File: src/rtl/hpbw_pkg.sv
// Shared constants and controller/datapath types for the half-power beamwidth finder.
package hpbw_pkg;

  localparam int unsigned SAMPLE_W        = 16;
  localparam int unsigned DROP_W          = 15;
  localparam int unsigned NUM_W           = 17;
  localparam int unsigned POS_W           = 20;
  localparam int unsigned CNT_OUT_W       = 13;
  localparam int unsigned DEF_MAX_SAMPLES = 4096;
  localparam int unsigned DEF_FRAC_BITS   = 8;
  localparam logic [DROP_W-1:0] DROP_RESET = 15'd768;

  typedef struct packed {
    logic accept;
    logic div_start;
    logic div_right;
    logic calc_pos;
    logic calc_dist;
    logic load_out;
  } dp_cmd_t;

  typedef struct packed {
    logic div_done;
  } dp_status_t;

endpackage

File: src/rtl/hpbw_div.sv
// Iterative restoring divider: (num << FRAC_BITS) / den, one quotient bit per cycle.
module hpbw_div import hpbw_pkg::*; #(
  parameter int unsigned FRAC_BITS = DEF_FRAC_BITS
) (
  input  logic             clk_i,
  input  logic             rst_ni,
  input  logic             start_i,
  input  logic [NUM_W-1:0] num_i,
  input  logic [NUM_W-1:0] den_i,
  output logic             done_o,
  output logic [FRAC_BITS:0] quot_o
);

  localparam int unsigned STEPS = FRAC_BITS + 1;
  localparam int unsigned CW    = $clog2(STEPS + 1);

  logic [NUM_W:0]     rem_q;
  logic [NUM_W-1:0]   den_q;
  logic [FRAC_BITS:0] quot_q;
  logic [CW-1:0]      cnt_q;
  logic               done_q;

  logic           ge;
  logic [NUM_W:0] diff;
  logic [NUM_W:0] rem_sel;

  assign ge      = rem_q >= {1'b0, den_q};
  assign diff    = rem_q - {1'b0, den_q};
  assign rem_sel = ge ? diff : rem_q;

  // remainder stays below den, so the shifted-out top bit is always zero
  always_ff @(posedge clk_i or negedge rst_ni) begin
    if (!rst_ni) begin
      cnt_q  <= '0;
      done_q <= 1'b0;
    end else begin
      done_q <= 1'b0;
      if (start_i) begin
        cnt_q <= CW'(STEPS);
      end else if (cnt_q != '0) begin
        cnt_q  <= cnt_q - CW'(1);
        done_q <= (cnt_q == CW'(1));
      end
    end
  end

  always_ff @(posedge clk_i) begin
    if (start_i) begin
      rem_q  <= {1'b0, num_i};
      den_q  <= den_i;
      quot_q <= '0;
    end else if (cnt_q != '0) begin
      rem_q  <= {rem_sel[NUM_W-1:0], 1'b0};
      quot_q <= {quot_q[FRAC_BITS-1:0], ge};
    end
  end

  // zero denominator only comes with a zero numerator: fraction is zero
  assign quot_o = (den_q == '0) ? '0 : quot_q;
  assign done_o = done_q;

endmodule

File: src/rtl/hpbw_datapath.sv
// Datapath: per-sample crossing tracking, shared divider, position and width math.
module hpbw_datapath import hpbw_pkg::*; #(
  parameter int unsigned MAX_SAMPLES = DEF_MAX_SAMPLES,
  parameter int unsigned FRAC_BITS   = DEF_FRAC_BITS
) (
  input  logic                       clk_i,
  input  logic                       rst_ni,
  input  dp_cmd_t                    cmd_i,
  output dp_status_t                 status_o,
  input  logic signed [SAMPLE_W-1:0] sample_i,
  input  logic                       cfg_we_i,
  input  logic [DROP_W-1:0]          cfg_drop_i,
  output logic                       found_o,
  output logic [POS_W-1:0]           left_pos_o,
  output logic [POS_W-1:0]           right_pos_o,
  output logic signed [SAMPLE_W-1:0] peak_out_o,
  output logic [POS_W-1:0]           width_samples_o,
  output logic [CNT_OUT_W-1:0]       sample_count_o,
  output logic                       too_long_o
);

  localparam int unsigned CNT_W = $clog2(MAX_SAMPLES + 1);
  localparam int unsigned IDX_W = $clog2(MAX_SAMPLES);
  localparam int unsigned PW    = CNT_W + FRAC_BITS;

  // pattern state
  logic [DROP_W-1:0]          drop_q;
  logic [CNT_W-1:0]           cnt_q;
  logic signed [SAMPLE_W-1:0] peak_q;
  logic signed [NUM_W-1:0]    thr_q;
  logic signed [SAMPLE_W-1:0] prev_q;
  logic                       left_seen_q;
  logic [IDX_W-1:0]           left_idx_q;
  logic [NUM_W-1:0]           left_num_q;
  logic [NUM_W-1:0]           left_den_q;
  logic [IDX_W-1:0]           right_idx_q;
  logic [NUM_W-1:0]           right_num_q;
  logic signed [SAMPLE_W-1:0] right_cross_q;
  logic signed [SAMPLE_W-1:0] right_smp_q;
  logic                       right_wait_q;
  logic                       ovf_q;

  // wrap-up state
  logic [FRAC_BITS:0] frac_l_q;
  logic [FRAC_BITS:0] frac_r_q;
  logic [PW-1:0]      lpos_q;
  logic [PW-1:0]      rpos_q;
  logic [PW-1:0]      dist_q;

  // per-sample compares
  logic signed [NUM_W-1:0]    s_ext;
  logic signed [NUM_W-1:0]    thr_new;
  logic                       below;
  logic [NUM_W-1:0]           num_new;
  logic [NUM_W-1:0]           pden_new;
  logic                       in_room;

  assign s_ext    = {sample_i[SAMPLE_W-1], sample_i};
  assign thr_new  = s_ext - $signed({2'b00, drop_q});
  assign below    = s_ext <= thr_q;
  assign num_new  = thr_q - s_ext;
  assign pden_new = {prev_q[SAMPLE_W-1], prev_q} - s_ext;
  assign in_room  = cnt_q < CNT_W'(MAX_SAMPLES);

  // divider operands
  logic signed [SAMPLE_W-1:0] succ;
  logic [NUM_W-1:0]           rden;
  logic [NUM_W-1:0]           div_num;
  logic [NUM_W-1:0]           div_den;
  logic                       div_done;
  logic [FRAC_BITS:0]         quot;

  assign succ    = right_wait_q ? peak_q : right_smp_q;
  assign rden    = {succ[SAMPLE_W-1], succ} - {right_cross_q[SAMPLE_W-1], right_cross_q};
  assign div_num = cmd_i.div_right ? right_num_q : left_num_q;
  assign div_den = cmd_i.div_right ? rden : left_den_q;

  hpbw_div #(
    .FRAC_BITS(FRAC_BITS)
  ) u_div (
    .clk_i  (clk_i),
    .rst_ni (rst_ni),
    .start_i(cmd_i.div_start),
    .num_i  (div_num),
    .den_i  (div_den),
    .done_o (div_done),
    .quot_o (quot)
  );

  assign status_o.div_done = div_done;

  // position math
  logic [PW-1:0] full;
  logic [PW-1:0] lpos_d;
  logic [PW-1:0] rsum;
  logic [PW-1:0] rpos_d;
  logic [PW-1:0] dist_d;
  logic [PW-1:0] comp;
  logic [PW-1:0] width_d;

  assign full    = PW'(cnt_q) << FRAC_BITS;
  assign lpos_d  = (PW'(left_idx_q) << FRAC_BITS) - PW'(frac_l_q);
  assign rsum    = (PW'(right_idx_q) << FRAC_BITS) + PW'(frac_r_q);
  assign rpos_d  = (rsum >= full) ? rsum - full : rsum;
  assign dist_d  = (lpos_q > rpos_q) ? lpos_q - rpos_q : rpos_q - lpos_q;
  assign comp    = full - dist_q;
  assign width_d = (dist_q <= comp) ? dist_q : comp;

  logic [PW+POS_W-1:0]        lpos_ext;
  logic [PW+POS_W-1:0]        rpos_ext;
  logic [PW+POS_W-1:0]        width_ext;
  logic [CNT_W+CNT_OUT_W-1:0] cnt_ext;

  assign lpos_ext  = {{POS_W{1'b0}}, lpos_q};
  assign rpos_ext  = {{POS_W{1'b0}}, rpos_q};
  assign width_ext = {{POS_W{1'b0}}, width_d};
  assign cnt_ext   = {{CNT_OUT_W{1'b0}}, cnt_q};

  // control state of the pattern
  always_ff @(posedge clk_i or negedge rst_ni) begin
    if (!rst_ni) begin
      drop_q       <= DROP_RESET;
      cnt_q        <= '0;
      left_seen_q  <= 1'b0;
      right_wait_q <= 1'b0;
      ovf_q        <= 1'b0;
    end else begin
      if (cfg_we_i) begin
        drop_q <= cfg_drop_i;
      end
      if (cmd_i.load_out) begin
        cnt_q        <= '0;
        left_seen_q  <= 1'b0;
        right_wait_q <= 1'b0;
        ovf_q        <= 1'b0;
      end else if (cmd_i.accept) begin
        if (in_room) begin
          cnt_q <= cnt_q + CNT_W'(1);
          if (cnt_q != '0) begin
            if (below) begin
              left_seen_q  <= 1'b1;
              right_wait_q <= 1'b1;
            end else if (right_wait_q) begin
              right_wait_q <= 1'b0;
            end
          end
        end else begin
          ovf_q <= 1'b1;
        end
      end
    end
  end

  // payload of the pattern and wrap-up
  always_ff @(posedge clk_i) begin
    if (cmd_i.accept && in_room) begin
      prev_q <= sample_i;
      if (cnt_q == '0) begin
        peak_q <= sample_i;
        thr_q  <= thr_new;
      end else if (below) begin
        if (!left_seen_q) begin
          left_idx_q <= cnt_q[IDX_W-1:0];
          left_num_q <= num_new;
          left_den_q <= pden_new;
        end
        right_idx_q   <= cnt_q[IDX_W-1:0];
        right_num_q   <= num_new;
        right_cross_q <= sample_i;
      end else if (right_wait_q) begin
        right_smp_q <= sample_i;
      end
    end
    if (div_done) begin
      if (cmd_i.div_right) begin
        frac_r_q <= quot;
      end else begin
        frac_l_q <= quot;
      end
    end
    if (cmd_i.calc_pos) begin
      lpos_q <= left_seen_q ? lpos_d : '0;
      rpos_q <= left_seen_q ? rpos_d : '0;
    end
    if (cmd_i.calc_dist) begin
      dist_q <= dist_d;
    end
    if (cmd_i.load_out) begin
      found_o         <= left_seen_q;
      left_pos_o      <= lpos_ext[POS_W-1:0];
      right_pos_o     <= rpos_ext[POS_W-1:0];
      peak_out_o      <= peak_q;
      width_samples_o <= width_ext[POS_W-1:0];
      sample_count_o  <= cnt_ext[CNT_OUT_W-1:0];
      too_long_o      <= ovf_q;
    end
  end

endmodule

File: config.mk
export PLATFORM = sky130hd
export DESIGN_NAME = hpbw_datapath
export DESIGN_NICKNAME = d
export VERILOG_FILES = /design/src/rtl/hpbw_pkg.sv /design/src/rtl/hpbw_div.sv /design/src/rtl/hpbw_datapath.sv
export SDC_FILE = /design/constraint.sdc
export NUM_CORES = 1
export LEC_CHECK = 0
export BUFFER_PORTS_ARGS = -buffer_cell sky130_fd_sc_hd__buf_4
export CORE_MARGIN = 1.5
export CORE_UTILIZATION = 60
export CTS_CLUSTER_SIZE = 12
export DETAILED_ROUTE_END_ITERATION = 16
export GPL_TIMING_DRIVEN = 0
export PLACE_DENSITY = 0.83
export SYNTH_ARGS = -nofsm -noshare
export SYNTH_HDL_FRONTEND = slang
export SYNTH_SLANG_ARGS = --single-unit
File: constraint.sdc
create_clock -name clk_i -period 6.6 [get_ports clk_i]
set_clock_uncertainty 0.05 [all_clocks]
set_input_delay 0.33 -clock clk_i [delete_from_list [all_inputs] [get_ports clk_i]]
set_output_delay 0.33 -clock clk_i [all_outputs]
set_load 0.02 [all_outputs]
==> flow_summary.ini <==
[yosys]
synth_cell_types = 76
yosysSeqAreaShare_pct = 52.8
synth_top_area_share_pct = 47.9
syn_inst = 2048
async_reset_ff_share_pct = 8.82
syn_area_per_cell_um2 = 11.1
synth.ff_latch_count = 408
syn-cell-area_um2 = 22700
synth_nets = 2270
synth_top_flop_cell = edfxtp_1
synth.area.top_cells = edfxtp_1, ha_1, dfrtp_1
ys.warnings.count = 0
synth_edf_count = 362
yosys.area.top_type = edfxtp_1

[power]
cellPowerDensity_nw_per_um2 = 304
ir_worst_vdd_mv = 0.223
p_leak_nw = 10.7
power_mw = 7.93

[detailed_routing]
ant_nets = 0
wl_mm = 54.8
drt_drc_violations_left = 0
vias_per_cell = 5.93
drtIter0Drc = 1028
vias = 16622
wl_per_cell_um = 19.5
dr.pass1.iters = 5

[global_route]
grt_max_degree = 93
overflow = 0
grt_use_total_pct = 28.2
grt_antenna_before_repair = 0
grt_pass1_wl_mm = 85.0
grt_pass1_vias = 16363

[final_layout]
final_common_cell = edfxtp_1
fin_area_um2 = 26100
syn2layout_area_growth_pct = 14.9
layout.cells.non_filler = 2805
utilization_pct = 69.7
drive_above_1_share_pct = 11.3
diodes = 0
nFillCells = 2648
nets = 2482
layout.cells.most_common_list = edfxtp_1, inv_1, ha_1

[setup_path]
critPathRequiredTime_ns = 6.83
path_class = flip-flop to flip-flop
critPathMaxFanout = 10
endpoint_kind = flip-flop
r2r_cells = 17
cp_data_arrival_time_ns = 5.87
start_kind = flip-flop

[clocking]
clk_latency_ns = 0.58
clock-sinks = 408
htree_levels = 2
cts_tree = built
cts-root-buf = clkbuf_16
cts.path.max_buffers = 3
cts_resized = 0
cts_buffers = 43
path_clk_slew_ns = 0.06

[min_path]
hold_path.class = input port to flip-flop
worstHoldPathCells = 1

[place]
io_buffers = 129
postPlaceCellArea_um2 = 24400
placed_cells = 2693
dp_hpwl_mm = 40.4
gp_congestion = 0.963
dp_slack_ns = 1.20

[floorplan]
start_util_pct = 60.7
die_area_um2 = 39000
die_h_um = 197
ios = 132
num_rows = 71
core-area_um2 = 37400
die_w_um = 197

[sta]
period_share_pct = 85.5
whs_ns = 0.0945
tightest_slew_ns = 1.27
period_needed_ns = 5.64
slew_violations = 0
hold_viol = 0
fin_ws_ns = 0.956
final.setup.tns_ns = 0
timing.fmax_mhz = 177
rsz0062_at_grt = false
slew_headroom_pct = 15.5
setup_violations = 0

[flow_run]
drv_cap = 0

[run_status]
status = finished clean
-- worst paths after layout --
kind / from / to / slack, ns
min in group asynchronous: rst_ni / drop_q[13] / 0.24
hold reg to reg: peak_q[14] / peak_out_o[14] / 0.40
max in group asynchronous: rst_ni / cnt_q[12] / 5.85
setup / recovery: cnt_q[0] / width_samples_o[18] / 0.96
hold / removal: cmd_i[4] / u_div.den_q[14] / 0.09
setup reg to reg: cnt_q[0] / width_samples_o[18] / 0.96
-- cell families (layout without fill, tap and decap cells) --
group,after synthesis,count (layout),share of synthesized area (%)
AOI/OAI and AO/OA,464,464,12.8
xor gates and xnor gates,131,131,5.06
adders and majority gates,182,182,10.3
buffers and inverters,247,493,4.21
DFF,408,408,52.8
muxes,53,53,2.52
and+or+nand+nor,563,563,12.3
-- layer usage --
layer | share of wire, % | global-route usage (%) | up-vias | routed length (µm)
met3 | 5.5 | 3.35 | 140 | 3000
met4 | 4.0 | 12.8 | 0 | 2170
met1 | 39 | 33.7 | 7940 | 21600
li1 | - | - | 7890 | -
met5 | 0 | 0 | - | 0
met2 | 51 | 51.1 | 652 | 28000
-- sequential cells by signal, summed over array words and instances (netlist names), 17 cells and up --
| register | count |
|---|---|
| dist_q | 21 |
| left_den_q | 17 |
| left_num_q | 17 |
| left_pos_o | 20 |
| lpos_q | 21 |
| right_num_q | 17 |
| right_pos_o | 20 |
| rpos_q | 21 |
| thr_q | 17 |
| u_div.den_q | 17 |
| u_div.rem_q | 18 |
| width_samples_o | 20 |
-- report_power, final --
part,internal [mW],total [mW],switching (mW)
registers,3.21,3.37,0.165
clock network,1.34,2.32,0.973
logic,0.884,2.24,1.36
total,5.44,7.93,2.50
-- worst max-delay path, cell delays in order (launching register included) --
cell	delay (ns)
dfrtp_1	0.62
ha_1	0.45
nor3b_1	0.27
a41oi_1	0.25
o21bai_1	0.27
a21oi_1	0.15
nor4_1	0.48
nor4_1	0.09
a211o_1	0.28
ha_1	0.29
nand4_1	0.16
nor4_1	0.53
o31ai_1	0.19
o2111ai_1	0.27
nand2_1	0.39
clkbuf_1	0.33
nand2_1	0.12
o21ai_0	0.14
-- area by class of cell --
| cell class | instances | area (µm²) | share of cell area (%) |
|---|---|---|---|
| multi-input cells | 1393 | 9780 | 37.5 |
| flip-flops and latches | 408 | 12000 | 45.9 |
| plain buffers | 52 | 224 | 0.859 |
| well taps | 511 | 639 | 2.45 |
| clock inverters | 12 | 124 | 0.475 |
| repair buffers | 167 | 1390 | 5.31 |
| clock buffers | 67 | 1210 | 4.65 |
| inverters | 195 | 732 | 2.81 |
-- synth_stat cells, types with 6 or more instances --
master,count
clkbuf_1,40
o21bai_1,12
or3_1,22
and2_1,22
a211o_1,8
and3_1,26
ha_1,174
a21o_1,42
inv_1,193
o21ai_0,115
o21a_1,25
xnor2_1,88
nand3_1,58
dfxtp_1,10
o211ai_1,13
edfxtp_1,362
fa_1,8
o31a_1,8
nor2b_1,45
nor2_1,116
mux2_2,29
xor2_1,43
nor3_1,43
nand4_1,15
nand2_1,149
a21oi_1,135
dfrtp_1,34
or2_2,9
a21boi_0,6
nand2b_1,15
a211oi_1,17
nor4_1,18
o2111ai_1,6
a31oi_1,24
o31ai_1,14
mux2i_1,23
-- what timing repair did --
action                    CTS  global route
buffers inserted            0             0
hold buffers               33             0
hold endpoints to repair  114             0
(Power assumes the default switching activity.)
