--- src/rtl/hpbw_pkg.sv ---
// Shared constants and controller/datapath types for the half-power beamwidth finder.
package hpbw_pkg;

  localparam int unsigned SAMPLE_W        = 16;
  localparam int unsigned DROP_W          = 15;
  localparam int unsigned NUM_W           = 17;
  localparam int unsigned POS_W           = 20;
  localparam int unsigned CNT_OUT_W       = 13;
  localparam int unsigned DEF_MAX_SAMPLES = 4096;
  localparam int unsigned DEF_FRAC_BITS   = 8;
  localparam logic [DROP_W-1:0] DROP_RESET = 15'd768;

  typedef struct packed {
    logic accept;
    logic div_start;
    logic div_right;
    logic calc_pos;
    logic calc_dist;
    logic load_out;
  } dp_cmd_t;

  typedef struct packed {
    logic div_done;
  } dp_status_t;

endpackage

--- src/rtl/hpbw_ctrl.sv ---
// Controller: sample phase, two divisions, position and width steps, result handoff.
module hpbw_ctrl import hpbw_pkg::*; (
  input  logic       clk_i,
  input  logic       rst_ni,
  input  logic       in_valid_i,
  input  logic       in_last_i,
  output logic       in_ready_o,
  input  logic       out_ready_i,
  output logic       out_valid_o,
  input  dp_status_t status_i,
  output dp_cmd_t    cmd_o
);

  typedef enum logic [2:0] {
    ST_RUN,
    ST_DIV_L,
    ST_DIV_R,
    ST_POS,
    ST_DIST,
    ST_OUT
  } state_e;

  state_e state_q;
  logic   start_q;
  logic   right_q;
  logic   out_valid_q;

  logic accept;
  logic load;

  assign accept = (state_q == ST_RUN) && in_valid_i;
  // output register is free or being emptied this cycle
  assign load   = (state_q == ST_OUT) && (!out_valid_q || out_ready_i);

  always_comb begin
    cmd_o.accept    = accept;
    cmd_o.div_start = start_q;
    cmd_o.div_right = right_q;
    cmd_o.calc_pos  = (state_q == ST_POS);
    cmd_o.calc_dist = (state_q == ST_DIST);
    cmd_o.load_out  = load;
  end

  assign in_ready_o  = (state_q == ST_RUN);
  assign out_valid_o = out_valid_q;

  always_ff @(posedge clk_i or negedge rst_ni) begin
    if (!rst_ni) begin
      state_q     <= ST_RUN;
      start_q     <= 1'b0;
      right_q     <= 1'b0;
      out_valid_q <= 1'b0;
    end else begin
      start_q <= 1'b0;
      if (out_ready_i) begin
        out_valid_q <= 1'b0;
      end
      if (load) begin
        out_valid_q <= 1'b1;
      end
      case (state_q)
        ST_RUN: begin
          if (accept && in_last_i) begin
            state_q <= ST_DIV_L;
            start_q <= 1'b1;
            right_q <= 1'b0;
          end
        end
        ST_DIV_L: begin
          if (status_i.div_done) begin
            state_q <= ST_DIV_R;
            start_q <= 1'b1;
            right_q <= 1'b1;
          end
        end
        ST_DIV_R: begin
          if (status_i.div_done) begin
            state_q <= ST_POS;
          end
        end
        ST_POS: begin
          state_q <= ST_DIST;
        end
        ST_DIST: begin
          state_q <= ST_OUT;
        end
        ST_OUT: begin
          if (load) begin
            state_q <= ST_RUN;
          end
        end
        default: begin
          state_q <= ST_RUN;
        end
      endcase
    end
  end

endmodule

--- config.mk ---
export PLATFORM = sky130hd
export DESIGN_NAME = hpbw_ctrl
export DESIGN_NICKNAME = d
export VERILOG_FILES = /design/src/rtl/hpbw_pkg.sv /design/src/rtl/hpbw_ctrl.sv
export SDC_FILE = /design/constraint.sdc
export NUM_CORES = 1
export LEC_CHECK = 0
export BUFFER_PORTS_ARGS = -buffer_cell sky130_fd_sc_hd__buf_2
export CAP_MARGIN = 25
export CORE_MARGIN = 2
export CORE_UTILIZATION = 24
export CTS_BUF_LIST = sky130_fd_sc_hd__clkbuf_2 sky130_fd_sc_hd__clkbuf_4 sky130_fd_sc_hd__clkbuf_8
export DETAILED_ROUTE_END_ITERATION = 7
export HOLD_SLACK_MARGIN = 0.1
export PLACE_DENSITY = 0.51
export REMOVE_ABC_BUFFERS = 1
export SETUP_SLACK_MARGIN = 0.4
export SYNTH_ARGS = -nofsm -noshare
export SYNTH_HDL_FRONTEND = slang
export SYNTH_SLANG_ARGS = --single-unit
--- constraint.sdc ---
create_clock -name clk_i -period 1.2 [get_ports clk_i]
set_input_delay 0.06 -clock clk_i [delete_from_list [all_inputs] [get_ports clk_i]]
set_output_delay 0.06 -clock clk_i [all_outputs]
set_load 0.05 [all_outputs]
==> results.txt, run 1 <==
----------------------------------------------------
[Setup path]
  Worst Setup End Kind ... primary output
  Maximum fanout along the worst path ... 6
  Arr. time, crit path ... 1180 ps
  Critical path class ... flip-flop to primary output
  Worst setup SP type ... flip-flop
  CP required ... 1140 ps

[STA]
  Final clock period utilization by the worst path ... 1.032
  Number of failing setup endpoints in the final timing report ... 4
  Upper clock frequency limit ... 0.8078 GHz
  Worst Slack Setup Final ... -37.98 ps
  Number of endpoints with negative hold slack in the final report ... 0
  Clock Skew ... 6.287 ps
  Final-report max-slew violation count ... 0
  Worst slew margin relative to its limit ... 0.8353
  Final critical path time including I/O delays and setup ... 1238 ps
  RSZ-0062 raised after global routing ... true
  Hold Worst Slack ... 103.0 ps
  Worst Max-Slew Pin Slew ... 248.8 ps

[Job]
  Reported max-cap violation count ... 0

[Die]
  Number of rows created at floorplan ... 14
  Die Height ... 43.15 µm
  I/O pin total ... 14
  Core ar. ... 1471 µm²
  Width of the die ... 43.15 µm
  Overall die area ... 1862 µm²
  Starting Density ... 0.2500

[Clock network]
  Clock latency on the worst-skew pair ... 240 ps
  Library cell used as clock root buffer ... sky130_fd_sc_hd__clkbuf_4
  Sink count of the clock tree ... 6
  Number of buffers created by CTS ... 3
  Worst-path clk slew ... 50 ps
  Clock tree buffer depth ... 2
  CTS H-tree depth ... 1
  CTS tree ... built

[Cells and area]
  Sequential cell area ... 152.6 µm²
  Share of cells above drive strength 1 ... 0.5818
  Fill cells ... 154
  Final-stage net count ... 63
  Multi-input gate area in the final layout ... 195.2 µm²
  Area growth from synthesis to layout ... 50.68%
  Antenna diodes ... 0

[GRT]
  Global-route wire length before repair ... 1297 µm
  Remaining global-route overflow ... 0
  Via count of the first global-routing pass ... 299
  Overall Global Routing Usage ... 0.09835
  Antenna violations before repair ... 0
  Pin count of the biggest net entering global routing ... 9

[Power and ir drop]
  Switching Power ... 0.8496 mW
  Proportion of power drawn by flip-flops and latches ... 0.235
  LEAKAGE ... 0.2693 nW
  Clock power frac ... 0.104
  Worst VDD drop ... 0.0008334 V
  Power per standard cell area ... 3143 nW/µm²
  Combinational cell fraction of total power ... 0.661
  Cell Int Power ... 0.8927 mW
  Total Power Consumption ... 1.742 mW
  Net switching share of the total power ... 0.4876

[Routing]
  Avg Vias per Cell ... 4.704
  Antenna Violating Nets Remaining ... 0
  Initial DRT Pass Iterations ... 4
  Routed len/inst ... 11.14 µm
  Number of design rule violations left after detail routing ... 0
  Starting DRC count in detailed routing ... 4
  Total Wirelength ... 791 µm
  Number of vias after detailed routing ... 334

[Placed design]
  Placement Setup Slack ... 49.13 ps
  Final HPWL DP ... 560.1 µm
  Global placement routability congestion ... 0.7376
  I/O Buffers ... 13

[Synth]
  Fraction of synthesized cell area taken by the top area cell type ... 0.4082
  Largest cells by area after synthesis ... sky130_fd_sc_hd__dfrtp_1 41%, sky130_fd_sc_hd__buf_4 8.2%, sky130_fd_sc_hd__nand2_1 6.1%
  Summed instance area of the synthesized netlist ... 367.9 µm²
  Cell taking the most area after synthesis ... sky130_fd_sc_hd__dfrtp_1
  Number of enable-type register cells in the synthesized netlist ... 0
  Number of register bits inferred by synthesis ... 6
  Proportion of synthesized flip-flops having asynchronous set or reset ... 1.000
  Primary flip-flop cell chosen by synthesis mapping ... sky130_fd_sc_hd__dfrtp_1
  Distinct cell type count of the synthesized netlist ... 22
  Average cell area after synthesis ... 9.196 µm²
  Yosys warning total ... 0
  Syn Inst Count ... 40
  Share of the yosys chip area belonging to registers ... 0.4082

[Outcome]
  Violated checks ... negative setup slack
  Result of the run ... complete, but fails checks

[Worst hold path]
  Class of the tightest hold or removal check ... input port to flip-flop

----------------------------------------------------
## metrics by stage
step                      TNS [ps]  utilization  cell area [µm²]  cells
final                       -79.77       0.3767            554.3     71
after global routing        -351.3       0.3767            554.3     71
after CTS                   -95.50       0.3665            539.3     71
after detailed placement         0       0.2934            431.7     66
after global placement           0       0.2934            431.7     66
after floorplan              -2311            -            316.6     33
## final timing paths
| kind | to | cells past startpoint | from | slack [ps] |
|---|---|---|---|---|
| worst max-delay path | cmd_o[5] | 3 | state_q[0] | -40 |
| worst min-delay path | state_q[0] | 3 | status_i | 100 |
| worst max register to register | state_q[0] | 3 | state_q[1] | 80 |
| worst min register to register | out_valid_o | 2 | out_valid_o | 550 |
| max in group asynchronous | state_q[1] | 2 | rst_ni | 860 |
| min in group asynchronous | out_valid_o | 2 | rst_ni | 170 |
## logic make-up after synthesis
logic type / count (synthesis) / share of synthesized area
simple gates: 17 / 0.2449
compound gates: 8 / 0.1701
buf+inv: 8 / 0.1497
flops: 6 / 0.4082
mux: 1 / 0.02721
## routing by layer
| layer | share of wire | up-vias | track usage |
|---|---|---|---|
| li1 | - | 163 | - |
| met1 | 0.47 | 159 | 0.1172 |
| met2 | 0.46 | 10 | 0.1403 |
| met3 | 0.044 | 2 | 0.03830 |
| met4 | 0.028 | 0 | 0.07273 |
| met5 | 0 | - | 0 |
## power by group through the flow
stage | Clock [mW] | Combinational (mW) | Sequential (mW)
floorplan | 0 | 0.496 | 0.544
global placement | 0 | 0.937 | 0.374
detailed placement | 0 | 0.939 | 0.376
CTS | 0.187 | 1.12 | 0.402
global route | 0.203 | 1.22 | 0.423
finish | 0.182 | 1.15 | 0.409
## critical path: stages (launching register included)
cell and delay (ps):
sky130_fd_sc_hd__dfrtp_2 440, sky130_fd_sc_hd__nor3_2 180, sky130_fd_sc_hd__and2_1 160, sky130_fd_sc_hd__buf_6 160
## flip-flops by register name (all words and copies together), names as in the netlist
| name | cells |
|---|---|
| state_q | 3 |
| out_valid_o | 1 |
| right_q | 1 |
| start_q | 1 |
## timing repair
item	in CTS	in global routing
pin swaps	0	2
hold buffers	1	0
setup buffers	1	0
hold endpoints to repair	7	0
gates resized for setup	21	5
endpoints found under the setup margin	14	14
## area by class of cell
type | instances | share of cell area
Tap cell | 16 | 0.03612
Sequential cell | 6 | 0.2754
Clock buffer | 3 | 0.04063
Timing Repair Buffer | 19 | 0.2889
Inverter | 1 | 0.006772
Multi-Input combinational cell | 26 | 0.3521
## synthesized netlist by cell type, types with 2 or more instances
master / instances
sky130_fd_sc_hd__dfrtp_1: 6
sky130_fd_sc_hd__nor3b_1: 3
sky130_fd_sc_hd__buf_2: 2
sky130_fd_sc_hd__nor2_1: 2
sky130_fd_sc_hd__o21ai_0: 2
sky130_fd_sc_hd__buf_4: 4
sky130_fd_sc_hd__nand2_1: 6
## cells in the final DEF, fill, tap and decap left out, drive strengths merged, types with 2 or more instances in the layout
cell type / Yosys / final
clkbuf: 0 / 3
o21ai: 2 / 2
dfrtp: 6 / 6
nand2: 6 / 6
nor2: 2 / 2
nor3b: 3 / 3
buf: 7 / 18
a21oi: 2 / 2
Power figures use the tool's default switching activity.
==> inputs of run 2 (changes only) <==
SKIP_CTS_REPAIR_TIMING = 1   (was default)
SLEW_MARGIN = 15   (was default)
==> run 2 against run 1 <==
Count of clock-buffer cells in the layout did not move. Global-route usage fell by 1.0 points. Register-to-register slack improved by 20 ps. The flow still finishes with violations (negative setup slack). Die area did not move. Largest cell class unchanged. Combinational power rose by 9.6%. First-iteration DRC count fell by 25%.
==> results.txt, run 2 (synthesis results as in run 1) <==
----------------------------------------------------
[STA]
  Worst Slack Setup Final ... -39.42 ps
  RSZ-0062 raised after global routing ... true
  Worst slew margin relative to its limit ... 0.8353
  Final critical path time including I/O delays and setup ... 1239 ps
  Final-report max-slew violation count ... 0
  Clock Skew ... 6.007 ps
  Final clock period utilization by the worst path ... 1.033
  Number of endpoints with negative hold slack in the final report ... 0
  Upper clock frequency limit ... 0.8068 GHz
  Worst Max-Slew Pin Slew ... 248.8 ps
  Hold Worst Slack ... 110.0 ps
  Number of failing setup endpoints in the final timing report ... 5

[Setup path]
  Worst setup SP type ... flip-flop
  Critical path class ... flip-flop to primary output
  Slowest library cell on the worst path ... sky130_fd_sc_hd__dfrtp_2
  Maximum fanout along the worst path ... 6
  CP required ... 1140 ps
  Reg-to-reg slack, setup ... 100 ps
  Worst stage delay on the critical path ... 450 ps
  Sum of buffers and inverters on the critical path ... 1
  CP cell instances ... nor3_2 -> and2_1 -> buf_6
  Dominant delay contributor by cell family on the critical path ... flip-flops
  Worst Setup End Kind ... primary output
  Arr. time, crit path ... 1180 ps

[Placed design]
  Final HPWL DP ... 560.1 µm
  I/O Buffers ... 13
  Global placement routability congestion ... 0.7376

[Die]
  Overall die area ... 1862 µm²
  I/O pin total ... 14
  Width of the die ... 43.15 µm
  Die Height ... 43.15 µm
  Core ar. ... 1471 µm²
  Starting Density ... 0.2500
  Number of rows created at floorplan ... 14

[Cells and area]
  Share of cells above drive strength 1 ... 0.6379
  Antenna diodes ... 0
  Flip-flop count of the largest register after layout ... 3
  Area growth from synthesis to layout ... 62.59%
  Commonest non-fill, non-tap cell in the layout ... sky130_fd_sc_hd__buf_6
  Register bank with the most flops ... state_q
  Final-stage net count ... 66
  Core occupancy in the finished layout ... 0.4065
  Commonest cells after routing, fill and taps aside ... 9 x sky130_fd_sc_hd__buf_6, 6 x sky130_fd_sc_hd__buf_2, 5 x sky130_fd_sc_hd__nand2_1, 5 x sky130_fd_sc_hd__buf_4, 4 x sky130_fd_sc_hd__dfrtp_1

[GRT]
  Overall Global Routing Usage ... 0.08790
  Pin count of the biggest net entering global routing ... 9
  Via count of the first global-routing pass ... 277
  Global-route wire length before repair ... 1138 µm
  Antenna violations before repair ... 0
  Remaining global-route overflow ... 0

[Routing]
  Number of design rule violations left after detail routing ... 0
  Total Wirelength ... 907 µm
  Routed len/inst ... 12.26 µm
  Avg Vias per Cell ... 4.581
  Antenna Violating Nets Remaining ... 0
  Number of vias after detailed routing ... 339
  Starting DRC count in detailed routing ... 3
  Initial DRT Pass Iterations ... 2

[Worst hold path]
  Class of the tightest hold or removal check ... input port to flip-flop

[Clock network]
  Clock latency on the worst-skew pair ... 240 ps
  Clock tree buffer depth ... 2
  Library cell used as clock root buffer ... sky130_fd_sc_hd__clkbuf_4
  Worst-path clk slew ... 50 ps
  CTS H-tree depth ... 1
  Sink count of the clock tree ... 6
  CTS tree ... built
  Number of buffers created by CTS ... 3

[Job]
  Reported max-cap violation count ... 0

[Power and ir drop]
  Power per standard cell area ... 3107 nW/µm²
  Worst VDD drop ... 0.0008358 V
  LEAKAGE ... 0.2915 nW

[Outcome]
  Result of the run ... complete, but fails checks
  Violated checks ... negative setup slack

----------------------------------------------------
## run 2: changes by cell type in the layout (fill, tap and decap cells not counted), sizes merged
cell / previous run / this run
buf: 18 / 21
## run 2: final cells by class
type                       instances  area [µm²]
fill                             156       873.3
multi-input combinational         26       205.2
timing repair buffer              22       193.9
sequential                         6       152.6
clock buffer                       3       22.52
tap                               16       20.02
inverter                           1       3.754
## run 2: path summary, 6_finish.rpt
path,endpoint,from,depth (start not counted)
max,cmd_o[5],state_q[0],3
min,state_q[0],status_i,3
max reg2reg,state_q[0],state_q[1],3
min reg2reg,out_valid_o,out_valid_o,2
max in group asynchronous,state_q[1],rst_ni,2
min in group asynchronous,out_valid_o,rst_ni,2
## run 2: power by group
| part | leakage, nW | switching, mW | internal (mW) |
|---|---|---|---|
| logic | 0.206 | 0.702 | 0.560 |
| registers | 0.0719 | 0.120 | 0.296 |
| clock network | 0.0138 | 0.0673 | 0.113 |
## run 2: stage by stage
stage	cells	setup TNS, ps	total power [mW]	cell area (µm²)	setup WS (ps)
4_1_cts	69	-668.4	1.503	454.2	-217.6
3_3_place_gp	66	0	1.312	431.7	54.48
6_report	74	-112.2	1.858	598.1	-39.42
5_1_grt	74	-407.1	1.963	598.1	-97.19
3_5_place_dp	66	0	1.315	431.7	49.13
2_1_floorplan	33	-2311	1.040	316.6	-1070
## run 2: worst reg2reg max path: cells and delay by family (launching register included)
kind            cells  cell delay, ps
flops               1             470
buf+inv             1             160
compound gates      2             390
## run 2: routing by layer
layer  wire length [µm]  GRT usage  vias to the layer above
met5                  0          0                        -
li1                   -          -                      171
met2                456     0.1194                        8
met1                404     0.1042                      158
met4                 19    0.07273                        0
met3                 26    0.03830                        2
==> inputs of run 3 (changes only) <==
clock period = 1.45 ns   (was 1.2 ns; I/O delays follow)
==> run 3 against run 2 <==
The run now ends clean. Sequential share of layout area rose by 1.1 points. Global-route usage fell by 1.0 points. Via count fell by 1.5%. Clock skew fell by 2.7 ps. Hold slack improved by 3.0 ps. Clock power fell by 17%. Cell count did not move. Critical path depth did not move. Sequential power fell by 17%.
==> results.txt, run 3 (synthesis results as in run 1) <==
----------------------------------------------------
[Setup path]
  Length in cells of the worst reg-to-reg path ... 4
  Worst Setup End Kind ... primary output
  Worst setup SP type ... flip-flop
  Arr. time, crit path ... 1200 ps
  Critical path class ... flip-flop to primary output
  CP required ... 1380 ps
  Maximum fanout along the worst path ... 6

[Routing]
  Starting DRC count in detailed routing ... 0
  Number of design rule violations left after detail routing ... 0
  Antenna Violating Nets Remaining ... 0
  Total Wirelength ... 806 µm
  Avg Vias per Cell ... 4.514
  Routed len/inst ... 10.89 µm
  Initial DRT Pass Iterations ... 1
  Number of vias after detailed routing ... 334

[Die]
  Die Height ... 43.15 µm
  Overall die area ... 1862 µm²
  Core ar. ... 1471 µm²
  Number of rows created at floorplan ... 14
  I/O pin total ... 14
  Width of the die ... 43.15 µm
  Starting Density ... 0.2500

[Cells and area]
  Antenna diodes ... 0
  Final-stage net count ... 66
  Commonest cells after routing, fill and taps aside ... 9 x sky130_fd_sc_hd__buf_2, 7 x sky130_fd_sc_hd__buf_4, 5 x sky130_fd_sc_hd__nand2_1, 5 x sky130_fd_sc_hd__buf_6
  Commonest non-fill, non-tap cell in the layout ... sky130_fd_sc_hd__buf_2
  Area growth from synthesis to layout ... 57.14%
  Flip-flop count of the largest register after layout ... 3
  Register bank with the most flops ... state_q
  Share of cells above drive strength 1 ... 0.6379

[GRT]
  Pin count of the biggest net entering global routing ... 12
  Overall Global Routing Usage ... 0.07746
  Global-route wire length before repair ... 986 µm
  Via count of the first global-routing pass ... 241
  Remaining global-route overflow ... 0
  Antenna violations before repair ... 0

[Power and ir drop]
  LEAKAGE ... 0.2874 nW
  Total Power Consumption ... 1.487 mW
  Power per standard cell area ... 2572 nW/µm²
  Worst VDD drop ... 0.0008530 V

[Worst hold path]
  Class of the tightest hold or removal check ... input port to flip-flop
  Cells on Worst Hold Path ... 3

[Clock network]
  Clock tree buffer depth ... 2
  CTS tree ... built
  Clock latency on the worst-skew pair ... 240 ps
  Worst-path clk slew ... 40 ps
  CTS H-tree depth ... 1
  Number of buffers created by CTS ... 3
  Sink count of the clock tree ... 6
  Library cell used as clock root buffer ... sky130_fd_sc_hd__clkbuf_4

[STA]
  RSZ-0062 raised after global routing ... true
  Worst Max-Slew Pin Slew ... 250.8 ps
  Number of endpoints with negative hold slack in the final report ... 0
  Worst slew margin relative to its limit ... 0.8339
  Clock Skew ... 3.355 ps
  Final-report max-slew violation count ... 0
  Total negative setup slack ... 0 ps
  Final clock period utilization by the worst path ... 0.8749
  Upper clock frequency limit ... 0.7883 GHz
  Final critical path time including I/O delays and setup ... 1269 ps
  Number of failing setup endpoints in the final timing report ... 0

[Placed design]
  Global placement routability congestion ... 0.7076
  I/O Buffers ... 13
  Final HPWL DP ... 516.1 µm

[Job]
  Reported max-cap violation count ... 0

[Outcome]
  Result of the run ... finished, final reports clean

----------------------------------------------------
-- run 3: layout make-up --
class / instances / area (µm²)
fillers: 148 / 893.4
multi-input cells: 26 / 214.0
repair buffers: 22 / 163.9
flip-flops and latches: 6 / 153.9
clock buffers: 3 / 22.52
well taps: 16 / 20.02
inverters: 1 / 3.754
-- run 3: critical path, stage by stage, from the launching register on --
cell,delay (ps)
sky130_fd_sc_hd__dfrtp_2,440
sky130_fd_sc_hd__nor3_2,200
sky130_fd_sc_hd__and2_1,160
sky130_fd_sc_hd__buf_6,160
-- run 3: final timing paths --
check | from | endpoint | slack [ps]
setup / recovery | state_q[2] | cmd_o[5] | 180
hold / removal | status_i | state_q[0] | 110
setup reg to reg | state_q[1] | state_q[0] | 310
hold reg to reg | state_q[2] | state_q[1] | 510
max in group asynchronous | rst_ni | state_q[0] | 1110
min in group asynchronous | rst_ni | out_valid_o | 190
-- run 3: power breakdown --
| group | internal, mW | switching, mW | total, mW |
|---|---|---|---|
| Sequential | 0.247 | 0.0984 | 0.346 |
| Clock | 0.0934 | 0.0571 | 0.150 |
| Combinational | 0.416 | 0.574 | 0.990 |
| Total | 0.757 | 0.730 | 1.49 |
-- run 3: stage by stage --
| stage | hold WS [ps] | util | worst slack [ps] | area, µm² | std cells |
|---|---|---|---|---|---|
| floorplan | -223.1 | - | -832.6 | 316.6 | 33 |
| global placement | -98.59 | 0.2781 | 252.0 | 409.1 | 63 |
| detailed placement | -96.75 | 0.2781 | 248.5 | 409.1 | 63 |
| CTS | -359.9 | 0.2934 | -2.925 | 431.7 | 66 |
| global route | 106.2 | 0.3929 | 119.2 | 578.1 | 74 |
| finish | 113.0 | 0.3929 | 181.4 | 578.1 | 74 |
-- run 3: per-layer routing --
metal / global-route usage / share of wire / wire, µm
met2: 0.1045 / 0.48 / 384
met4: 0.03636 / 0.015 / 12
met1: 0.08594 / 0.47 / 375
met3: 0.06383 / 0.042 / 34
met5: 0 / 0 / 0
